`src/rtl/mbd_pkg.sv`:
```
package mbd_pkg;

  localparam int unsigned LANES       = 4;
  localparam int unsigned LANE_W      = 8;
  localparam int unsigned SUM_W       = LANE_W + 1;
  localparam int unsigned CFG_INDEX_W = 4;
  localparam int unsigned CFG_DATA_W  = 13;
  localparam int unsigned HEIGHT_W    = 13;
  localparam int unsigned MAX_HEIGHT  = 4096;
  localparam int unsigned QUEUE_DEPTH = 4;

  localparam logic [CFG_INDEX_W-1:0] REG_SOURCE_WIDTH  = 4'd0;
  localparam logic [CFG_INDEX_W-1:0] REG_SOURCE_HEIGHT = 4'd1;

  typedef logic [LANES-1:0][SUM_W-1:0] mbd_pair_t;

  typedef struct packed {
    logic      is_write;
    logic      use_upper;
    logic [1:0] shift;
    logic      last;
    mbd_pair_t pair;
  } mbd_op_t;

endpackage

```
`src/rtl/mbd_front.sv`:
```
module mbd_front #(
  parameter int unsigned MAX_WIDTH = 4096,
  parameter int unsigned XW        = 11
) (
  input  logic                            clk,
  input  logic                            rst_n,
  input  logic                            in_valid,
  output logic                            in_ready,
  input  logic [31:0]                     in_source_pixel,
  input  logic                            cfg_valid,
  output logic                            cfg_ready,
  input  logic [mbd_pkg::CFG_INDEX_W-1:0] cfg_index,
  input  logic [mbd_pkg::CFG_DATA_W-1:0]  cfg_data,
  output logic                            push_valid,
  input  logic                            push_ready,
  output mbd_pkg::mbd_op_t                push_op,
  output logic [XW-1:0]                   push_x
);
  import mbd_pkg::*;

  localparam int unsigned W_W   = $clog2(MAX_WIDTH + 1);
  localparam int unsigned CMP_W = (W_W > CFG_DATA_W) ? W_W : CFG_DATA_W;

  logic [W_W-1:0]      width_r, width_nxt;
  logic [HEIGHT_W-1:0] height_r, height_nxt;
  logic [W_W-1:0]      col_r, col_nxt;
  logic [HEIGHT_W-1:0] row_r, row_nxt;
  logic [31:0]         held_r, held_nxt;

  logic                accept;
  logic                width_one, height_one;
  logic [W_W-1:0]      out_w, pair_limit, col_inc;
  logic [HEIGHT_W-1:0] out_h, row_limit, row_inc;
  logic                in_pair_cols, in_pair_rows;
  logic                have_pair, take_left, write_row, emit;
  mbd_op_t             op;

  assign cfg_ready = 1'b1;
  assign in_ready  = push_ready;
  assign accept    = in_valid && in_ready;

  assign width_one    = (width_r == W_W'(1));
  assign height_one   = (height_r == HEIGHT_W'(1));
  assign out_w        = width_one ? W_W'(1) : (width_r >> 1);
  assign out_h        = height_one ? HEIGHT_W'(1) : (height_r >> 1);
  assign pair_limit   = width_r & ~W_W'(1);
  assign row_limit    = height_r & ~HEIGHT_W'(1);
  assign in_pair_cols = (col_r < pair_limit);
  assign in_pair_rows = (row_r < row_limit);
  assign have_pair    = width_one || (in_pair_cols && col_r[0]);
  assign take_left    = !width_one && in_pair_cols && !col_r[0];
  assign write_row    = !height_one && in_pair_rows && !row_r[0];
  assign emit         = height_one || (in_pair_rows && row_r[0]);

  always_comb begin
    op           = '0;
    op.is_write  = write_row;
    op.use_upper = !height_one;
    op.shift     = {1'b0, !width_one} + {1'b0, !height_one};
    op.last      = ((col_r >> 1) == (out_w - W_W'(1))) &&
                   ((row_r >> 1) == (out_h - HEIGHT_W'(1)));
    for (int c = 0; c < LANES; c++) begin
      if (width_one) begin
        op.pair[c] = {1'b0, in_source_pixel[c*LANE_W +: LANE_W]};
      end else begin
        op.pair[c] = {1'b0, held_r[c*LANE_W +: LANE_W]} +
                     {1'b0, in_source_pixel[c*LANE_W +: LANE_W]};
      end
    end
  end

  assign push_op    = op;
  assign push_x     = XW'(col_r >> 1);
  assign push_valid = accept && have_pair && (write_row || emit);

  assign col_inc = col_r + W_W'(1);
  assign row_inc = row_r + HEIGHT_W'(1);

  always_comb begin
    width_nxt  = width_r;
    height_nxt = height_r;
    col_nxt    = col_r;
    row_nxt    = row_r;
    held_nxt   = held_r;
    if (cfg_valid && (cfg_index == REG_SOURCE_WIDTH || cfg_index == REG_SOURCE_HEIGHT)) begin
      col_nxt = '0;
      row_nxt = '0;
      if (cfg_index == REG_SOURCE_WIDTH) begin
        if (cfg_data == '0) begin
          width_nxt = W_W'(1);
        end else if (CMP_W'(cfg_data) > CMP_W'(MAX_WIDTH)) begin
          width_nxt = W_W'(MAX_WIDTH);
        end else begin
          width_nxt = W_W'(cfg_data);
        end
      end else begin
        if (cfg_data == '0) begin
          height_nxt = HEIGHT_W'(1);
        end else if (cfg_data > HEIGHT_W'(MAX_HEIGHT)) begin
          height_nxt = HEIGHT_W'(MAX_HEIGHT);
        end else begin
          height_nxt = cfg_data;
        end
      end
    end else if (accept) begin
      if (take_left) begin
        held_nxt = in_source_pixel;
      end
      if (col_inc >= width_r) begin
        col_nxt = '0;
        row_nxt = (row_inc >= height_r) ? '0 : row_inc;
      end else begin
        col_nxt = col_inc;
      end
    end
  end

  always_ff @(posedge clk) begin
    if (!rst_n) begin
      width_r  <= W_W'(1);
      height_r <= HEIGHT_W'(1);
      col_r    <= '0;
      row_r    <= '0;
      held_r   <= '0;
    end else begin
      width_r  <= width_nxt;
      height_r <= height_nxt;
      col_r    <= col_nxt;
      row_r    <= row_nxt;
      held_r   <= held_nxt;
    end
  end

endmodule

```
`config.mk`:
```
export PLATFORM = sky130hd
export DESIGN_NAME = mbd_front
export DESIGN_NICKNAME = d
export VERILOG_FILES = /design/src/rtl/mbd_pkg.sv /design/src/rtl/mbd_front.sv
export SDC_FILE = /design/constraint.sdc
export NUM_CORES = 1
export LEC_CHECK = 0
export BUFFER_PORTS_ARGS = -buffer_cell sky130_fd_sc_hd__buf_2
export CAP_MARGIN = 20
export CORE_MARGIN = 2
export CORE_UTILIZATION = 35
export CTS_BUF_LIST = sky130_fd_sc_hd__clkbuf_8
export DETAILED_ROUTE_END_ITERATION = 10
export PLACE_DENSITY = 0.59
export SETUP_SLACK_MARGIN = 0.02
export SYNTH_ARGS = -nofsm -noshare
export SYNTH_HDL_FRONTEND = slang
export SYNTH_SLANG_ARGS = --single-unit
```
`constraint.sdc`:
```
create_clock -name clk -period 6.45 [get_ports clk]
set_input_delay 0.645 -clock clk [delete_from_list [all_inputs] [get_ports clk]]
set_output_delay 0.645 -clock clk [all_outputs]
set_load 0.005 [all_outputs]
```
* Word level (Yosys, flattened, before mapping)
Cells that the tools add are included.
W data, S select, Z words.
** Operators by class
- Magnitude comparators :: 5
- Add/sub/neg operators :: 9
- Bitwise operators :: 3
- Multiplexer cells :: 10
- Reductions and logical operators :: 26
- Equal/unequal tests :: 5
** Operator list (number)
- $mux W13 :: 4
- $add A8 B8 Y9 :: 4
- $mux W9 :: 4
- $add A13 B1 Y13 const B :: 2
- $eq A12 B13 Y1 :: 2
- $eq A13 B1 Y1 const B :: 2
- $ge A13 B13 Y1 :: 2
- $lt A13 B13 Y1 :: 2
- $sub A12 B1 Y13 const B :: 2
- $mux W12 :: 2
- $gt A13 B13 Y1 const B :: 1
- $logic_not A13 Y1 :: 1
- $logic_and A1 B1 Y1 :: 11
- $reduce_and A2 Y1 :: 3
- $eq A4 B1 Y1 const B :: 1
- $logic_not A1 Y1 :: 4
- $logic_not A4 Y1 :: 1
- $logic_or A1 B1 Y1 :: 4
- $not A1 Y1 :: 3
- $reduce_and A3 Y1 :: 1
- $add A1 B1 Y2 :: 1
- $reduce_or A2 Y1 :: 1
** Word-level totals
- Bits of input ports :: 54
- Word-level logic and storage cells :: 63
- Output and inout bits :: 55
- Bits in registers :: 84

* Logic depth before layout (Yosys ltp)
Gate-level depths: netlist of the first run.
- Depth in word-level cells :: 6
- Gate-level depth with buffers :: 14
- Gate-level depth less buffers :: 13

* Worst setup path after synthesis of the first run
No wires, ideal clock.
- Path kind :: reg2out
- From :: register width_r[7]
- To :: output port push_op[36] (netlist name)
- Setup slack :: 3.003 ns
- Buffers on the path :: 2
- Cell stages (with the launch flop) :: 14
- Arrival :: 2.802 ns
- Data required time :: 5.805 ns
- Path through :: dfxtp_1 -> buf_2 -> nor4_4 -> nand2_2 -> nor3_4 -> clkbuf_1 -> nor2_1 -> ha_1 -> xnor2_1 -> a2111oi_0 -> nand3_1 -> a211oi_1 -> nand4_1 -> nor3_2
** RTL lines
- start, declared :: line mbd_front.sv:24 : logic [W_W-1:0] width_r, width_nxt;
- start signal, assigned :: line mbd_front.sv:126 : width_r <= width_nxt;
- end, declared :: line mbd_front.sv:16 : output mbd_pkg::mbd_op_t push_op,

==> flow_summary.toml, run 1 <==
[outcome]
status = "complete, no violations"

[finish]
area_growth_pct = 10.7
register_area_sq_um = 1680
multi_input_comb_area_sq_um = 5150
antenna_cells = 0
fillers = 2212
final_nets = 1161
fin_cells = 1297
drive_above_1_share = 0.147

[power_and_ir_drop]
ir_drop_uv = 83.6
power_frac_seq = 0.457
p_comb_frac = 0.200
power.internal_mw = 0.793
p_sw_frac = 0.309
p_switching_mw = 0.354
p_per_area_nw_per_um2 = 141
p_clk_frac = 0.343
leakagePower_nw = 3.59

[global_routing]
antenna_found_initial = 0
grt_pass1_vias = 6451
grt_pass1_wl_microns = 33000
overflow = 0
grt_usage = 0.185
grt_max_degree = 92

[sta]
timing.final.ws_setup_ps = 2050
hold_viol = 0
grt_setup_unrepaired = "no"
finalCritPeriodShare = 0.683
fmax_mhz = 227
slew_violations = 0
slew_headroom = 0.350
finClkSkew_ps = 22.9
worst_pin_slew_ps = 975
finalSetupViolations = 0
hold_slack_ps = 465
min_period_ps = 4400
setup_tns_ps = 0

[setup_path]
start_kind = "register"
crit_type = "register to primary output"
rrSetupSlack_ps = 2400
cp_max_fo = 19
worstRegToRegCells = 13
cp_data_arrival_time_ps = 3760
cp.required_ps = 5800
cp-end-kind = "primary output"
r2r_start = "col_r[1]"
r2r_end = "row_r[2]"

[worst_hold_path]
hold_depth = 2
hold_start = "held_r[24]"
min_to = "held_r[24]"
hold_class = "register to register"

[yosys]
synth_edf_count = 0
ys_ff_latch = 84
synth-main-ff-cell = "dfxtp_1"
synth.top_cell.area_share = 0.228
synth_top_area_cell = "dfxtp_1"
synth_most_common_cell = "nand2_1"
synthArstFlopShare = 0
synth_warnings = 0
synth_nets = 1104
synthDistinctLibCells = 70
netlist_instances = 961
yosys-top-cells-count = "nand2_1, ha_1, dfxtp_1"
avgSynthCellArea_sq_um = 7.67
seq_area_frac_synth = 0.228
netlist_area_sq_um = 7370
synthTopCellsByArea = "dfxtp_1, ha_1, xnor2_1"

[floorplanning]
die_w_microns = 149
die_area_sq_um = 22200
ios = 109
initial_core_util = 0.354
dieHeight_microns = 149
placementRows = 53
core_sq_um = 20800

[routing]
wirelength_microns = 19900
vias = 6703
drc_errors = 0
wl_per_cell_microns = 15.4
drt_iter0_drc = 312
postRouteAntennaNets = 0
vias_per_cell = 5.17
dr.pass1.iters = 4

[clocking]
clk_latency_ps = 380
clkSlewWorstSetupHoldPaths_ps = 100
hold_buffers = 0
cts_buffers = 9
h-tree-depth = 3
cts_resized = 0
cts.sinks = 84
cts_root_buffer = "clkbuf_8"
cts_tree = "built"
cts_buffer_depth = 2
postCtsSetupBuffers = 0

[placed_design]
routabilityCongestion = 0.918
dp_hpwl_microns = 15000
portBuffers = 107
pre_cts_slack_ps = 2350
dp.cells = 1280

[run]
maxCapViolCount = 0
area by class of cell:
cell class / count / share of cell area
clock buffers: 9 / 0.0152
clock inverters: 6 / 0.00782
inverters: 59 / 0.0271
multi-input cells: 754 / 0.631
flip-flops and latches: 84 / 0.206
well taps: 275 / 0.0421
repair buffers: 110 / 0.0708
cells in the final DEF (no fill, tap or decap), types with 24 or more instances in the layout:
cell,Yosys,routed
nand2_1,102,102
a21oi_1,74,74
ha_1,85,85
nand3_1,49,49
xnor2_1,44,44
o21ai_0,76,76
buf_2,14,107
dfxtp_1,84,84
xor2_1,24,24
nor2b_1,28,28
nor2_1,51,50
inv_1,58,59
through the flow:
step | util | power (mW) | cell area (sq um)
5_1_grt | 0.392 | 1.22 | 8160
4_1_cts | 0.390 | 1.17 | 8130
3_5_place_dp | 0.381 | 0.766 | 7940
6_report | 0.392 | 1.15 | 8160
3_3_place_gp | 0.381 | 0.765 | 7940
2_1_floorplan | - | 0.677 | 7370
power groups by stage:
stage	clock, mW	sequential (mW)	combinational [mW]
2_1_floorplan	0	0.535	0.142
3_3_place_gp	0	0.536	0.229
3_5_place_dp	0	0.536	0.229
4_1_cts	0.411	0.524	0.231
5_1_grt	0.429	0.525	0.261
6_report	0.393	0.524	0.230
how the worst max path moves through the flow:
stage / start / endpoint / slack (ps) / cells after the start
final: width_r[1] / push_op[36] / 2050 / 11
after global routing: width_r[7] / push_op[36] / 1520 / 12
after CTS: width_r[1] / push_op[36] / 1900 / 11
after detailed placement: width_r[1] / push_op[36] / 2350 / 11
after global placement: width_r[7] / push_op[36] / 2390 / 12
after floorplan: width_r[7] / push_op[36] / 3000 / 13
routing by layer:
layer,track usage,wire length (microns),vias up
li1,-,-,3495
met1,0.244,9470,3027
met2,0.303,8890,160
met3,0.0465,1160,21
met4,0.0486,393,0
met5,0,0,-
sequential cells by signal, summed over array words and instances, names as in the netlist:
register / cells
col_r: 13
height_r: 13
row_r: 13
width_r: 13
held_r: 32
cells by family after synthesis:
logic type      count (synthesis)  share of synthesized area
simple gates                  332                      0.239
xor+xnor                       68                     0.0808
other cells                     1                   0.000509
flops                          84                      0.228
fa+ha+maj                      89                      0.155
mux                             4                    0.00543
buf+inv                       123                     0.0738
compound gates                260                      0.218
critical path, cell delays in order, from the launching register on:
cell	delay [ps]
dfxtp_1	400
or3_1	520
nor3_4	720
nor2_1	90
ha_1	330
xnor2_1	120
a2111oi_0	300
nand3_1	120
a211oi_1	210
nand4_1	170
nor3_2	240
buf_2	160
(Power assumes the default switching activity.)
==> run 2: changes to the inputs <==
- clock period: 6.45 -> 4.1 ns (I/O delays scaled with it)
==> run 2 against run 1 <==
Net effect:
- clock skew fell by 4.8 ps
- wire length fell by 1.2%
- final cell count rose by 0.62%
- clock power rose by 46%
==> flow_summary.toml, run 2 (synthesis gave the netlist of run 1 again) <==
[floorplanning]
die_area_sq_um = 22200
placementRows = 53
ios = 109
core_sq_um = 20800
dieHeight_microns = 149
initial_core_util = 0.354
die_w_microns = 149

[setup_path]
cp-end-kind = "primary output"
crit_end = "push_op[36]"
worstRegToRegCells = 13
cp.required_ps = 3690
cp_data_arrival_time_ps = 3450
crit_buf_inv = 1
path_cells = "or3_4 > nor3_4 > and3_4 > nor2_1 > ha_1 > xnor2_1 > a221o_1 > a2111oi_1 > nand3_1 > a211oi_2 > nand4_1 > nor3_2 > buf_2"
crit_path_start = "height_r[1]"
cp_max_fo = 7
critical_path.max_stage_delay_ps = 420
r2r_end = "row_r[8]"
cp_slowest_cell = "or3_4"
start_kind = "register"
critPathTopFamily = "simple AND/OR/NAND/NOR gates"
worst-path-stages = 13
crit_type = "register to primary output"
r2r_start = "col_r[1]"
rrSetupSlack_ps = 580

[sta]
hold_viol = 0
finalCritPeriodShare = 0.940
slew_headroom = 0.407
finalSetupViolations = 0
fmax_mhz = 259
min_period_ps = 3860
finClkSkew_ps = 18.1
worst_pin_slew_ps = 889
slew_violations = 0

[routing]
wirelength_microns = 19700
wl_per_cell_microns = 15.1
drc_errors = 0
met2WireLength_microns = 9160
top_layer = "met4"
vias_per_cell = 5.13
dr.pass1.iters = 5
postRouteAntennaNets = 0
met3_length_microns = 987
vias = 6700
drt_iter0_drc = 330
wl_met1_microns = 9300

[clocking]
clkSlewWorstSetupHoldPaths_ps = 100
cts_root_buffer = "clkbuf_8"
cts_buffer_depth = 2
cts_buffers = 9
postCtsSetupBuffers = 0
h-tree-depth = 3
cts_tree = "built"
cts_resized = 0
hold_buffers = 0
clk_latency_ps = 390
cts.sinks = 84

[global_routing]
grt_pass1_wl_microns = 32800
grt_pass1_vias = 6453
grt_usage = 0.184
grt_max_degree = 91
antenna_found_initial = 0
overflow = 0

[finish]
final_area_sq_um = 8200
largest_reg_flops = 32
drive_above_1_share = 0.158
final_cell_mix = "buf_2, nand2_1, ha_1"
area_growth_pct = 11.2
final_common_cell = "buf_2"
final_nets = 1168
fin_cells = 1305
regMostFlops = "held_r"
fillers = 2212
antenna_cells = 0

[power_and_ir_drop]
ir_drop_uv = 120
p_per_area_nw_per_um2 = 215
leakagePower_nw = 3.62

[placed_design]
dp_hpwl_microns = 15000
portBuffers = 107
dp.cells = 1289
place_area_sq_um = 8010
routabilityCongestion = 0.837

[worst_hold_path]
hold_class = "primary input to register"

[outcome]
status = "complete, no violations"

[run]
maxCapViolCount = 0
==> run 2: cell count changes in the layout (fill, tap and decap cells not counted), sizes merged <==
cell and delta:
buf +7, clkinv +4, inv -3, bufinv -1
clkbuf +1
==> run 2: tightest hold or removal path: cells and delay by family <==
family,cells,cell delay (ps)
AOI/OAI and AO/OA,1,50
buffers and inverters,1,120
and+or+nand+nor,1,50
==> run 2: metrics by stage <==
step | TNS (ps) | power [mW] | hold WS [ps] | setup WS, ps | util
2_1_floorplan | 0 | 1.07 | 440 | 888 | -
3_3_place_gp | 0 | 1.21 | 452 | 528 | 0.385
3_5_place_dp | 0 | 1.21 | 459 | 525 | 0.385
4_1_cts | 0 | 1.80 | 251 | 77.9 | 0.393
5_1_grt | -23.2 | 1.88 | 260 | -23.2 | 0.394
6_report | 0 | 1.77 | 276 | 244 | 0.394
==> run 2: cell type report <==
class                           instances  area (sq um)  share of cell area
Timing Repair Buffer                  117           611              0.0745
Sequential cell                        84          1680               0.205
Multi-Input combinational cell        754          5160               0.630
Tap cell                              275           344              0.0420
Inverter                               59           221              0.0270
Clock buffer                           10           138              0.0168
Clock inverter                          6          40.0             0.00488
==> run 2: power by group <==
group | total (mW) | switching [mW] | internal [mW]
registers | 0.825 | 0.00571 | 0.819
clock network | 0.575 | 0.339 | 0.236
logic | 0.368 | 0.215 | 0.153
total | 1.77 | 0.560 | 1.21
==> run 2: how the worst min path moves through the flow <==
stage	from	end	depth (start not counted)
finish	in_source_pixel[10]	held_r[10]	3
detailed placement	held_r[24]	held_r[24]	2
floorplan	held_r[10]	held_r[10]	2
global placement	held_r[27]	held_r[27]	2
CTS	in_source_pixel[10]	held_r[10]	3
global route	in_source_pixel[11]	held_r[11]	3
==> run 2: routing by layer <==
layer / global-route usage / up-vias
met5: 0 / -
li1: - / 3500
met3: 0.0413 / 18
met2: 0.308 / 133
met4: 0.0405 / 0
met1: 0.243 / 3049
