$ cat src/rtl/mbd_pkg.sv
package mbd_pkg;

  localparam int unsigned LANES       = 4;
  localparam int unsigned LANE_W      = 8;
  localparam int unsigned SUM_W       = LANE_W + 1;
  localparam int unsigned CFG_INDEX_W = 4;
  localparam int unsigned CFG_DATA_W  = 13;
  localparam int unsigned HEIGHT_W    = 13;
  localparam int unsigned MAX_HEIGHT  = 4096;
  localparam int unsigned QUEUE_DEPTH = 4;

  localparam logic [CFG_INDEX_W-1:0] REG_SOURCE_WIDTH  = 4'd0;
  localparam logic [CFG_INDEX_W-1:0] REG_SOURCE_HEIGHT = 4'd1;

  typedef logic [LANES-1:0][SUM_W-1:0] mbd_pair_t;

  typedef struct packed {
    logic      is_write;
    logic      use_upper;
    logic [1:0] shift;
    logic      last;
    mbd_pair_t pair;
  } mbd_op_t;

endpackage

$ cat src/rtl/mbd_queue.sv
module mbd_queue #(
  parameter int unsigned WIDTH = 8,
  parameter int unsigned DEPTH = 4
) (
  input  logic             clk,
  input  logic             rst_n,
  input  logic             push_valid,
  output logic             push_ready,
  input  logic [WIDTH-1:0] push_data,
  output logic             pop_valid,
  input  logic             pop_ready,
  output logic [WIDTH-1:0] pop_data
);
  import mbd_pkg::*;

  localparam int unsigned PW = (DEPTH > 1) ? $clog2(DEPTH) : 1;
  localparam int unsigned CW = $clog2(DEPTH + 1);

  logic [WIDTH-1:0] slot_r [DEPTH];
  logic [PW-1:0]    wr_ptr_r, wr_ptr_nxt, rd_ptr_r, rd_ptr_nxt;
  logic [CW-1:0]    count_r, count_nxt;
  logic             push, pop;

  assign push_ready = (count_r != CW'(DEPTH));
  assign pop_valid  = (count_r != '0);
  assign pop_data   = slot_r[rd_ptr_r];
  assign push       = push_valid && push_ready;
  assign pop        = pop_valid && pop_ready;

  always_comb begin
    wr_ptr_nxt = wr_ptr_r;
    rd_ptr_nxt = rd_ptr_r;
    count_nxt  = count_r;
    if (push) begin
      wr_ptr_nxt = (wr_ptr_r == PW'(DEPTH - 1)) ? '0 : wr_ptr_r + PW'(1);
    end
    if (pop) begin
      rd_ptr_nxt = (rd_ptr_r == PW'(DEPTH - 1)) ? '0 : rd_ptr_r + PW'(1);
    end
    if (push && !pop) begin
      count_nxt = count_r + CW'(1);
    end else if (pop && !push) begin
      count_nxt = count_r - CW'(1);
    end
  end

  always_ff @(posedge clk) begin
    if (!rst_n) begin
      wr_ptr_r <= '0;
      rd_ptr_r <= '0;
      count_r  <= '0;
    end else begin
      wr_ptr_r <= wr_ptr_nxt;
      rd_ptr_r <= rd_ptr_nxt;
      count_r  <= count_nxt;
    end
  end

  always_ff @(posedge clk) begin
    if (push) begin
      slot_r[wr_ptr_r] <= push_data;
    end
  end

endmodule

$ cat config.mk
export PLATFORM = sky130hd
export DESIGN_NAME = mbd_queue
export DESIGN_NICKNAME = d
export VERILOG_FILES = /design/src/rtl/mbd_pkg.sv /design/src/rtl/mbd_queue.sv
export SDC_FILE = /design/constraint.sdc
export NUM_CORES = 1
export LEC_CHECK = 0
export BUFFER_PORTS_ARGS = -buffer_cell sky130_fd_sc_hd__buf_2
export CAP_MARGIN = 20
export CORE_ASPECT_RATIO = 1.2
export CORE_MARGIN = 2
export CORE_UTILIZATION = 30
export DETAILED_ROUTE_END_ITERATION = 12
export PLACE_DENSITY_LB_ADDON = 0.2
export SLEW_MARGIN = 0
export SYNTH_ARGS = -nofsm -noshare
export SYNTH_HDL_FRONTEND = slang
export SYNTH_SLANG_ARGS = --single-unit
$ cat constraint.sdc
create_clock -name clk -period 2.8 [get_ports clk]
set_clock_uncertainty 0.1 [all_clocks]
set_input_delay 0.56 -clock clk [delete_from_list [all_inputs] [get_ports clk]]
set_output_delay 0.56 -clock clk [all_outputs]
set_load 0.1 [all_outputs]
== Word level (Yosys, flattened, before mapping) ==
Memory sizes are Yosys's and may differ from the RTL's. A register that Yosys moved wholly into a read port is not among the register bits.
Cells that the tools add are included.
Word-level totals
  flip-flop bits (word level): 7
  bits in latches: 0
  memory bits (writable): 32
  memory bits (read-only): 0
  output and inout port bits: 10
  memories kept: 1
Operators by class
  add/subtract/negate cells: 4
  multiply operators: 0
  divide/modulo/power cells: 0
  $lt $le $gt $ge: 0
  eq/ne operators: 3
  shifts and indexed selects: 0
  muxes and demuxes: 8
  bitwise operators: 0
  reduce and logical (&&, ||, !) cells: 8
Memories
  slot_r: depth 4, width 8, read ports 1, clocked after Yosys merged registers in 1, write ports 1, RTL line mbd_queue.sv:19  | logic [WIDTH-1:0] slot_r [DEPTH];
Operator list (number)
  $mux 2: 4
  $mux 3: 2
  $add 2x1->2 const B: 2
  $eq 2x2->1 const B: 2
  $logic_and 1x1->1: 4
  $add 3x1->3 const B: 1
  $ne 3x3->1 const B: 1
  $reduce_bool 3->1: 1
  $sub 3x1->3 const B: 1
  $logic_not 1->1: 2
  $mux 1: 2
  $reduce_bool 2->1: 1

== Depth between registers and ports, before layout ==
Gate-level depths: netlist of the first run.
  depth in word-level cells: 6
  gate-level depth with buffers: 9
  depth with buffers taken out: 8

== Least setup slack after synthesis of the first run ==
Ideal clock, no wire load.
  path type: register -> register
  from: register count_r[0]
  to: register count_r[2]
  data arrival time: 2522 ps
  setup slack: 102 ps
  stages on the path, launching flop included: 10
  period minus slack after synthesis: 2698 ps
  cell sequence: dfxtp_1 or3b_1 clkbuf_2 and2_4 ha_1 inv_1 fa_1 xor2_1 or3_2 a21boi_0
Between the ends
  cells in the longest elaborated chain, start to end: 5
  elaborated cells on any way between the ends: 13
  those cells by class: add/sub (2); eq/ne (1); mux (2); reduce/logical (8)
Ends and longest elaborated chain
  from (decl): RTL line mbd_queue.sv:21  | logic [CW-1:0] count_r, count_nxt;
  from (signal assigned): RTL line mbd_queue.sv:55  | count_r <= count_nxt;
  $ne 3x3->1 (*): RTL line mbd_queue.sv:24  | assign push_ready = (count_r != CW'(DEPTH));
  net push_ready: RTL line mbd_queue.sv:8  | output logic push_ready,
  $logic_and 1x1->1 (*): RTL line mbd_queue.sv:27  | assign push = push_valid && push_ready;
  net push: RTL line mbd_queue.sv:22  | logic push, pop;
  $logic_not 1->1: RTL line mbd_queue.sv:42  | end else if (pop && !push) begin
  $logic_and 1x1->1: RTL line mbd_queue.sv:42
  $reduce_bool 2->1 (no source line)
The timed path passes the listed nets; every way through them passes the cells marked *. The select of a mux whose other input is x is not followed.
A chain may end at the register's enable or synchronous reset.

== Final worst setup path of the first run ==
  from: register count_r[0]
  to: register count_r[2]
Between the ends
  cells in the longest elaborated chain, start to end: 5
  elaborated cells on any way between the ends: 13
  those cells by class: add/sub (2); eq/ne (1); mux (2); reduce/logical (8)
Ends and longest elaborated chain
  branches (longest 5 deep; another with $sub 3x1->3)
Parallel ways; which one is timed is not known. The select of a mux whose other input is x is not followed.

==> results.txt, run 1 <==
Derived from the worst setup path, the maximum achievable clock frequency is 0.393 GHz. The total of buffers placed on input and output ports works out to 21. In this run the worst path has a maximum fanout of 5.

In this run the worst setup path begins at count_r[0]. Fill cells in the final layout number 503. The region available for standard cell placement spans 5260 um^2. The starting density of the core was 31.1%; the signed area change from the synthesized netlist to the final layout was 17.2%. The slowest stage of the critical path belongs to the cell sky130_fd_sc_hd__o31ai_1. For the number of hold buffers added after cts, the log shows 0.

After detailed routing, the met3 layer carries 145 um of wire. The via count of the first global-routing pass is 830, and the power density normalized to cell area is 1130 nW/um^2. Once the clock tree was built, the resizer swapped 0 gates to a different size. Kind of cell with the highest combined delay on the critical path: compound AO/OA/AOI/OAI gates. The warning count from the yosys run is 0, and the routed length per instance is 14.7 um. Dividing the final minimum period by the clock period gives 90.8%. The critical path crosses 7 cells after its start point. The worst-case IR drop observed on VDD is 956 uV.

The worst hold path begins at push_data[7]. STA puts the critical path data arrival time at 2.67 ns. The post-synthesis cell type count was 26; the number of setup buffers added after CTS was 0. The die is 71.4 um wide. The clock reaches the later pin of the worst-skew pair after 0.29 ns. Synthesis handed over a netlist of 93 instances. The routed design uses 1360 um of met2 wire.

The number of top-level design ports was 22; the pin count of the biggest net entering global routing was 15. The first TritonRoute pass finished after 4 iterations. The run gives 4280 um as the first-pass GRT wire length.

Setup violations remaining at the end of the flow were counted as 0. Leaving out fill and tap cells, the most frequent cells in the layout are sky130_fd_sc_hd__edfxtp_1, sky130_fd_sc_hd__buf_2, sky130_fd_sc_hd__dfxtp_1, sky130_fd_sc_hd__mux4_2, sky130_fd_sc_hd__ha_1. After detailed routing, the number of vias per cell comes to 4.62. Leaving out fill and tap cells, the most frequent cell in the layout is sky130_fd_sc_hd__edfxtp_1. For this run the aggregate overflow at the end of global routing stands at 0. The number of nets handed over by synthesis was 112. The worst pin sits at a relative slew slack of 61.9%. In the routed design, unresolved DRC markers number 0. Counting along the longest clock path gives a buffer depth of 2. Total clock sinks: 41. Flop and latch count out of synthesis: 41. Biggest cell delay along the critical path: 0.53 ns.

The total via count in the routed design is 836. The run finished with clean final reports. The sum of routed wire length over all layers is 2670 um, and the number of pins exceeding their max-slew limit in the final report is 0. The worst path in the final design needs a cycle of 2.54 ns, including I/O delays and setup.

The floorplan die area came out at 6060 um^2. Startpoint-to-endpoint class of the critical path: reg2reg. End of the worst register-to-register path: count_r[2].

The number of hold-slack violations in the final timing report is 0, and the clock edge transition at the registers on the reported setup and hold paths is 0.09 ns. STA classifies the critical path endpoint as a flop. The mean instance size in the synthesized netlist works out to 17.6 um^2.

The detailed router put a total of 1140 um of wire on met1. The sum of buffers and inverters on the critical path came out at 1. TritonCTS built the clock tree. Summing every instance area after synthesis gives 1640 um^2. The floorplan has 29 rows. The highest metal layer with signal wires is met4.

The die is 84.9 um tall. The tool flagged a number of max-cap violations equal to 0. The type of origin of the critical path is a flop. Summed over all failing endpoints, the final setup total negative slack is 0 ns. The tools report the placed wire-length estimate after detailed placement as 1870 um. Final weighted congestion of routability-driven global placement: 0.659. The cell sitting at the root of the clock tree is a sky130_fd_sc_hd__clkbuf_8. Setup repair after global routing left no endpoint under its margin. The count of nets left with antenna violations once routing finished came out at 0.

In this run the worst setup path terminates at count_r[2]. The signal on the critical path passes through o31ai_1 -> ha_1 -> inv_1 -> fa_1 -> xor2_1 -> or3_2 -> a21boi_0. Across all hold checks on the routed design, the worst slack comes to 0.378 ns. STA puts the critical path data required time at 2.92 ns. For the detailed router's first-iteration violation count, the log shows 73.

Clock tree synthesis inserted a total of 5 buffers. The tools report the count of inserted antenna diode cells as 0. Type of the worst min-delay path: in2reg. The global-route total usage across every layer was 9.84%. The source of the worst register-to-register timing path was count_r[0].

For the share of the yosys chip area belonging to registers, the log shows 69.8%. The net count of the finished layout is 137. Across all register-to-register paths, the minimum setup slack is 0.26 ns.

For the pin with the worst max-slew slack, the measured transition is 0.567 ns. Cells with a size suffix above 1 make up 37.8% of the layout. In this run the static leakage power is 0.697 nW. The run gives 2 as the CTS H-tree depth. The initial antenna violation count came out at 0. Counting cells, the worst reg-to-reg path comes to 7.
-- stage by stage --
stage	std cells	area (um^2)	total power, mW	util (%)	worst slack (ns)
after global placement	173	1810	1.73	34.4	0.439
final	181	1920	2.16	36.4	0.257
after floorplan	93	1640	1.60	-	0.102
after detailed placement	173	1810	1.75	34.4	0.267
after global routing	181	1920	2.27	36.4	0.0637
after CTS	181	1920	2.19	36.4	0.237
-- worst min path at each step --
stage,end,slack (ns),cells after the start
after floorplan,wr_ptr_r[1],0.37,2
after global routing,slot_r[2][7],0.37,1
after CTS,slot_r[2][5],0.38,1
after detailed placement,wr_ptr_r[1],0.40,2
after global placement,wr_ptr_r[1],0.39,2
final,slot_r[0][7],0.38,1
-- Yosys cell counts --
cell type	count	area share [%]
sky130_fd_sc_hd__a21boi_0	1	0.46
sky130_fd_sc_hd__nand2_1	5	1.1
sky130_fd_sc_hd__o31ai_1	1	0.46
sky130_fd_sc_hd__nand4_1	1	0.38
sky130_fd_sc_hd__ha_1	6	4.6
sky130_fd_sc_hd__mux4_2	8	11
sky130_fd_sc_hd__nand3_1	2	0.61
sky130_fd_sc_hd__buf_1	1	0.23
sky130_fd_sc_hd__and3_2	4	1.8
sky130_fd_sc_hd__or3_2	2	0.92
sky130_fd_sc_hd__clkbuf_2	1	0.31
sky130_fd_sc_hd__buf_2	1	0.31
sky130_fd_sc_hd__nor2_1	2	0.46
sky130_fd_sc_hd__and2_1	1	0.38
sky130_fd_sc_hd__xnor2_1	1	0.54
sky130_fd_sc_hd__o21ai_0	4	1.2
sky130_fd_sc_hd__dfxtp_1	9	11
sky130_fd_sc_hd__clkbuf_1	1	0.23
sky130_fd_sc_hd__inv_1	3	0.69
sky130_fd_sc_hd__edfxtp_1	32	59
sky130_fd_sc_hd__nor2b_1	1	0.38
sky130_fd_sc_hd__and2_4	1	0.54
sky130_fd_sc_hd__mux2i_1	2	1.2
sky130_fd_sc_hd__or3b_1	1	0.54
sky130_fd_sc_hd__fa_1	1	1.2
sky130_fd_sc_hd__xor2_1	1	0.54
-- kinds of logic (layout without fill, tap and decap cells) --
group	after synthesis	in the layout	share of synthesized area, %
buffers and inverters	7	33	1.76
and+or+nand+nor	20	20	7.19
xor gates and xnor gates	2	2	1.07
muxes	10	10	12.2
adders and majority gates	7	7	5.81
DFF	41	41	69.8
AOI/OAI and AO/OA	6	6	2.14
-- routing by layer --
metal  GRT usage, %  vias to the layer above
met4           4.12                        0
met3           4.39                        2
met5              0                        -
li1               -                      403
met1           11.0                      411
met2           16.2                       20
-- registers in the layout, indices dropped and copies added, names as in the netlist, named ones only --
register  cells
wr_ptr_r      2
count_r       3
rd_ptr_r      2
slot_r       32
-- power breakdown --
| group | total, mW | switching (mW) | leakage, nW | internal [mW] |
|---|---|---|---|---|
| Clock | 0.436 | 0.204 | 0.0569 | 0.231 |
| Sequential | 0.806 | 0.0569 | 0.367 | 0.750 |
| Combinational | 0.916 | 0.680 | 0.273 | 0.236 |
| Total | 2.16 | 0.941 | 0.697 | 1.22 |
-- area by class of cell --
class / count / area [um^2] / share of cell area (%)
Clock buffer: 6 / 93.8 / 4.90
Clock inverter: 2 / 15.0 / 0.783
Inverter: 3 / 11.3 / 0.587
Multi-Input combinational cell: 45 / 465 / 24.3
Sequential cell: 41 / 1140 / 59.5
Tap cell: 62 / 77.6 / 4.05
Timing Repair Buffer: 22 / 113 / 5.87
Power figures use the tool's default switching activity.
==> run 2: changes to the inputs <==
Settings changed: ABC_AREA set to 1.
==> run 2 against run 1 <==
Effect of this change:
- via count is 28% higher
- critical endpoint is now pop_data[2]
- die area rose by 3.2%
- sequential cell count unchanged
- global-route usage increased by 0.64 points
- final area rose by 3.1%
- critical path depth decreased by 3
- count of clock-buffer cells in the layout unchanged
- setup slack improved by 0.010 ns
- sequential share of layout area shrank 1.8 points
==> results.txt, run 2 <==
The run finished with clean final reports. Ranked by total cell area, the synthesized netlist is headed by sky130_fd_sc_hd__edfxtp_1, sky130_fd_sc_hd__dfxtp_1, sky130_fd_sc_hd__nor2_1. The wire-length estimate of the detail-placed layout is 2120 um. The cell with the biggest individual delay on the critical path is sky130_fd_sc_hd__dfxtp_1.

The share of async-settable or async-resettable flops after synthesis works out to 0%. The tree is rooted in a sky130_fd_sc_hd__clkbuf_8. For this design, the sink count on the clock tree is 41. The total of buffers placed on input and output ports is 21.

Summing the areas of all compound-gate instances in the mapped netlist gives 9.55% of the synthesized area. For the pin with the worst max-slew slack, the measured transition is 0.785 ns. The cell area that synthesis handed to floorplanning was 1690 um^2.

The count of nets left with antenna violations once routing finished came out at 0. The detailed router's first-iteration violation count was 42; the number of flops mapped to enable cells by yosys was 32. For the number of fill cells, the log shows 542. The logs give 5 for the number of CTS-inserted buffers and 1016 for the via count of the first global-routing pass. Timing would allow up to 0.395 GHz. The critical path is of the reg2out type. The data required time at the worst endpoint was 2.14 ns; the count of inserted antenna diode cells was 0. Logic depth of the worst register-to-register path: 9. In this run the worst hold path is classified as in2reg. The arithmetic-cell share of the synthesized area counting full adders, half adders and majority gates came out at 5.63%. The number of top-level design ports is 22, and the mean instance size in the synthesized netlist is 11.6 um^2.

The register with the most flip-flops in the layout has 32 of them. Grouping stages by cell kind, the critical path spends the most delay in flip-flops. The largest single stage delay on the critical path is 0.69 ns.

Post-CTS repair changed the size of 0 cells. Dividing the detail-routed wire length by the instance count gives 12.8 um. The worst setup path is launched from a flop. The clock period could shrink to 2.53 ns. The clock reaches the later pin of the worst-skew pair after 0.28 ns. The portion of synthesized cell area occupied by the leading cell type works out to 56.8%. The library cell occupying the most area in the post-synthesis netlist is sky130_fd_sc_hd__edfxtp_1. The tools report the source of the worst register-to-register timing path as count_r[1].

The run gives 3050 um as the sum of routed wire length over all layers. The fraction of synthesized area in multiplexers was 0%; the final cell count without fillers was 237. Setup repair after global routing left no endpoint under its margin.

The synthesized netlist devotes 0% of its cell area to XOR and XNOR gates. The dominant combinational cell family by area after synthesis was simple AND/OR/NAND/NOR gates. Main flop type after synthesis: sky130_fd_sc_hd__edfxtp_1. The critical path crosses 4 cells after its start point. The most flop-heavy register is slot_r. The number of nets in the synthesized netlist is 165.

After detailed routing, the number of vias per cell comes to 4.53. The final route contains 1074 vias. In the routed design, unresolved DRC markers number 0. Global routing finished with a remaining overflow of 0.

Final weighted congestion of routability-driven global placement: 0.687. The synthesized design contains 41 register bits. By count the netlist is led by sky130_fd_sc_hd__edfxtp_1, sky130_fd_sc_hd__nor2_1, sky130_fd_sc_hd__inv_1. Walking the worst path, the cells encountered are inv_2 -> o21ai_0 -> o22ai_1 -> buf_2. In this run the critical register-to-register path is captured at count_r[1].

The end point of the critical path was pop_data[2]. Iteration count of the initial detailed-routing pass: 4. The number of hold buffers added after cts came out at 0.

The pin count of the biggest net entering global routing came out at 18. The logs give 0 for the number of pins exceeding their max-slew limit in the final report and 0 for the number of setup buffers added after CTS. After clock tree synthesis, the clock-pin slew on the worst setup and hold paths is 0.08 ns. The number of nets in the final layout came out at 193.

From left edge to right edge, the die measures 72.5 um. The initial utilization of the core area, before any placement, comes to 31.5%. In this run the deepest clock path goes through 2 buffers.

Peak fanout along the critical path: 17. The critical path contains buffers and inverters numbering 2 combined. STA puts the critical path data arrival time at 1.87 ns. In the final layout, the registers with the most flip-flops are slot_r x32, count_r x3. Setup violations remaining at the end of the flow were counted as 0. The cell count after synthesis came out at 146. The initial antenna violation count is 0. Global-route total usage across every layer: 10.5%.

Max-cap violations in this run came to 0. The fraction of layout instances using a drive strength above 1 is 21.1%. The synthesized netlist devotes 12.2% of its cell area to simple gates.

The tools report the floorplan die area as 6250 um^2. The core region is 5370 um^2. The run gives 0 as the warning count from the yosys run. The number of hold-slack violations in the final timing report is 0.

The post-synthesis cell type count was 19. The startpoint identified for the worst hold timing path is push_data[7]. The period utilization was 90.5%; the share of the yosys chip area belonging to registers was 67.5%.

Category of the worst setup path capture point: an output pin. TritonCTS built the clock tree. The H-tree generated during clock tree synthesis spans 2 levels. The headroom to the max-slew limit was 47.5%; the setup TNS was 0 ns.

In this run the vertical extent of the chip is 86.2 um. The run gives 4890 um as the first-pass GRT wire length. From synthesis to final layout, the design area changed by 17.0%. The floorplan has 29 rows. The top cell types in the final layout, fill and taps aside, are sky130_fd_sc_hd__nor2_1, sky130_fd_sc_hd__edfxtp_1, sky130_fd_sc_hd__buf_2, sky130_fd_sc_hd__inv_1, sky130_fd_sc_hd__o21ai_0. Setup slack on the worst reg-to-reg path comes out at 0.86 ns. The cell total after placement is 229.
-- run 2: changes by cell type in the layout (fill, tap and decap cells not counted), sizes merged, moves of 4 or more --
| cell | before | now |
|---|---|---|
| nand2 | 5 | 15 |
| o21ai | 4 | 18 |
| nor2 | 2 | 33 |
| mux4 | 8 | 0 |
| inv | 4 | 17 |
| and3 | 4 | 0 |
| o22ai | 0 | 8 |
-- run 2: area by class of cell --
type / count / area, um^2 / share of cell area, %
multi-input combinational: 86 / 463 / 23.4
sequential: 41 / 1140 / 57.7
clock inverter: 2 / 38.8 / 1.96
inverter: 17 / 63.8 / 3.23
tap: 62 / 77.6 / 3.92
clock buffer: 6 / 72.6 / 3.67
timing repair buffer: 23 / 120 / 6.08
-- run 2: worst min path at each step --
stage | endpoint | slack (ns) | depth (start not counted)
detailed placement | rd_ptr_r[1] | 0.43 | 4
finish | slot_r[0][7] | 0.38 | 1
global route | slot_r[0][7] | 0.37 | 1
CTS | slot_r[0][7] | 0.37 | 1
floorplan | count_r[0] | 0.39 | 2
global placement | count_r[0] | 0.41 | 2
-- run 2: cell families (layout without fill, tap and decap cells) --
family          count (synthesis)  after routing
fa+ha+maj                       7              7
compound gates                 28             28
flops                          41             41
simple gates                   51             51
buf+inv                        19             48
-- run 2: routing by layer --
metal	track usage [%]	share of wire [%]	vias to the layer above
li1	-	-	553
met1	12.2	44	498
met2	17.6	51	21
met3	4.07	4.8	2
met4	3.54	0.79	0
met5	0	0	-
-- run 2: stage by stage --
step | instance area (um^2) | setup WS (ns) | util (%) | hold WS (ns)
final | 1980 | 0.266 | 36.8 | 0.381
after floorplan | 1690 | 0.0388 | - | 0.391
after global routing | 1980 | 0.0565 | 36.8 | 0.369
after global placement | 1870 | 0.604 | 34.7 | 0.409
after CTS | 1980 | 0.237 | 36.8 | 0.373
after detailed placement | 1870 | 0.538 | 34.7 | 0.431
-- run 2: worst reg2reg max path, stage by stage, from the launching register on --
cell and delay [ns]:
sky130_fd_sc_hd__dfxtp_1 0.35, sky130_fd_sc_hd__nor2_2 0.14, sky130_fd_sc_hd__nand2_2 0.09, sky130_fd_sc_hd__nand2_2 0.13, sky130_fd_sc_hd__inv_1 0.06, sky130_fd_sc_hd__ha_1 0.21
sky130_fd_sc_hd__inv_1 0.09, sky130_fd_sc_hd__fa_1 0.42, sky130_fd_sc_hd__o21ai_0 0.18, sky130_fd_sc_hd__nor2_1 0.06
Power of run 2 is left out: the tool's default activity adds up to more than one toggle a clock period on the data nets, which glitch-free logic cannot reach.
==> run 3: changes to the inputs <==
Settings changed: CTS_BUF_LIST set to sky130_fd_sc_hd__clkbuf_16.
==> run 3 against run 2 <==
Effect of this change:
- hold slack gained 0.0084 ns
- count of clock-buffer cells in the layout fell by 1
- sequential share of layout area fell by 1.6 points
- global-route usage unchanged
- maximum frequency is 0.59% higher
- register-to-register slack is essentially flat
- utilization is 1.0 points higher
- via count up 0.28%
- wire length rose by 0.72%
- sequential cell count unchanged
==> results.txt, run 3 (synthesis gave the netlist of run 2 again) <==
The total area inside the core boundary comes to 5370 um^2. For the initial antenna violation count, the log shows 0. The number of cells traversed by the worst hold path is 1, and the number of setup buffers added after CTS is 0. Clock-pin slew was measured on the worst setup and hold paths at 0.06 ns. The register with the most flip-flops in the layout has 32 of them.

Input and output buffers added on the ports amount to 21. The number of pins exceeding their max-slew limit in the final report is 0, and the number of placement rows is 29. Once the floorplan was initialized, standard cells occupied 31.5% of the core.

slot_r holds more flip-flops than any other register. Once detail routing completed, the nets flagged for antenna violations numbered 0. The longest clock path from root to sink contains 2 buffers. In this run, post-CTS hold repair placed 0 buffers. In the layout the commonest cells are sky130_fd_sc_hd__nor2_1, sky130_fd_sc_hd__edfxtp_1, sky130_fd_sc_hd__buf_2, sky130_fd_sc_hd__inv_1, sky130_fd_sc_hd__o21ai_0. In the final layout, the registers with the most flip-flops are slot_r x32, count_r x3. The chip width is 72.5 um, and the number of fill cells is 534.

The root buffer selected by CTS was sky130_fd_sc_hd__clkbuf_16. The average vias per placed instance came out at 4.54. Routability-driven placement finished with a final weighted congestion of 0.687. The tools report the end point of the critical path as pop_data[2]. The number of top-level design ports is 22. The run gives 41 as the total clock sinks. Once layout is complete, the utilization of the core stands at 37.9%. The detailed router's first-iteration violation count was 50. The setup TNS is 0 ns, and the period utilization is 90.0%. The worst pin sits at a relative slew slack of 48.1%. The run gives 6250 um^2 as the floorplan die area. The arrival time reported for the critical path endpoint came out at 1.86 ns. Counting the buffers created by CTS gives 5. The tightest min-delay check is of the in2reg type. The source of the worst register-to-register timing path is count_r[1]. For the pin with the worst max-slew slack, the measured transition is 0.775 ns. Cell area after placement: 1870 um^2.

Setup repair after global routing left no endpoint under its margin. The via count of the first global-routing pass was 1017; the CTS H-tree depth was 2. After global routing the overflow that remains totals 0. At the later pin of the worst-skew pair, clock insertion delay measures 0.28 ns.

The first global-routing pass estimated 4890 um of wire. The fraction of layout instances using a drive strength above 1 is 21.1%. The total via count in the routed design was 1077; the peak fanout along the critical path was 17. Based on the critical path, the design can be clocked at up to 0.397 GHz.

The routed design has 3070 um of wire. The run gives 0 as the number of max-cap violations. The number of antenna diodes in the final layout is 0.

The worst setup path is captured at an output pin. The worst register-to-register path has a depth of 9. After routing the design area is 2030 um^2. Setup violation total in the final timing report: 0.

The endpoint identified for the worst register-to-register timing path is count_r[1]. Entering global routing, the biggest net connects 18 pins. In the routed design, unresolved DRC markers number 0.

Across every metal layer, demand over resource in global routing totals 10.5%. The flow ran to the end, and the final reports show no timing, DRC or antenna violations. The worst setup path is of the reg2out kind. Summed over all nets, the half-perimeter wirelength after detailed placement is 2120 um. The signed area change from the synthesized netlist to the final layout is 20.3%, and the count of instances resized after the clock tree is built is 0.

The worst path needs 2.52 ns of the cycle, external delays included. The die boundary height is 86.2 um. Number of hold-slack violations in the final timing report: 0.

The tools report the type of origin of the critical path as a flop. TritonCTS built the clock tree. The iteration count of the initial detailed-routing pass was 4.

The worst setup slack for register-to-register paths was 0.86 ns. The routed length per instance is 12.9 um. The run gives 193 as the number of nets in the final layout. Data on the critical path is required at its endpoint by 2.14 ns.
[run 3: cell types whose count changed in the layout (fill, tap and decap cells not counted)]
cell and delta:
sky130_fd_sc_hd__clkbuf_16 +5, sky130_fd_sc_hd__clkbuf_8 -5, sky130_fd_sc_hd__clkbuf_1 -1, sky130_fd_sc_hd__inv_1 +1
[run 3: worst min path at each step]
stage | startpoint | to | slack (ns)
floorplan | count_r[0] | count_r[0] | 0.39
global placement | count_r[0] | count_r[0] | 0.41
detailed placement | rd_ptr_r[1] | rd_ptr_r[1] | 0.43
CTS | push_data[7] | slot_r[0][7] | 0.39
global route | push_data[7] | slot_r[0][7] | 0.39
finish | push_data[7] | slot_r[0][7] | 0.39
[run 3: worst max-delay path, cell delays in order (launching register included)]
cell and delay, ns:
sky130_fd_sc_hd__dfxtp_1 0.69, sky130_fd_sc_hd__inv_2 0.27, sky130_fd_sc_hd__o21ai_0 0.22, sky130_fd_sc_hd__o22ai_1 0.10, sky130_fd_sc_hd__buf_2 0.30
[run 3: layout make-up]
cell class	instances	area, um^2	share of cell area (%)
timing repair buffer	23	120	5.91
clock inverter	3	42.5	2.09
inverter	17	63.8	3.14
tap	62	77.6	3.82
multi-input combinational	86	463	22.8
sequential	41	1140	56.1
clock buffer	5	125	6.15
[run 3: per-stage QoR]
stage,setup WS (ns),std cells,hold WS [ns]
floorplan,0.0388,146,0.391
global placement,0.604,229,0.409
detailed placement,0.538,229,0.431
CTS,0.256,237,0.388
global route,0.0927,237,0.389
finish,0.281,237,0.390
[run 3: metal layers]
layer  track usage, %  up-vias  share of wire, %  wire, um
met1             12.1      501                43      1330
met4             3.54        0              0.75        23
li1                 -      553                 -         -
met2             17.7       21                51      1570
met3             4.07        2               4.8       148
met5                0        -                 0         0
Power of run 3 is left out for the same reason.
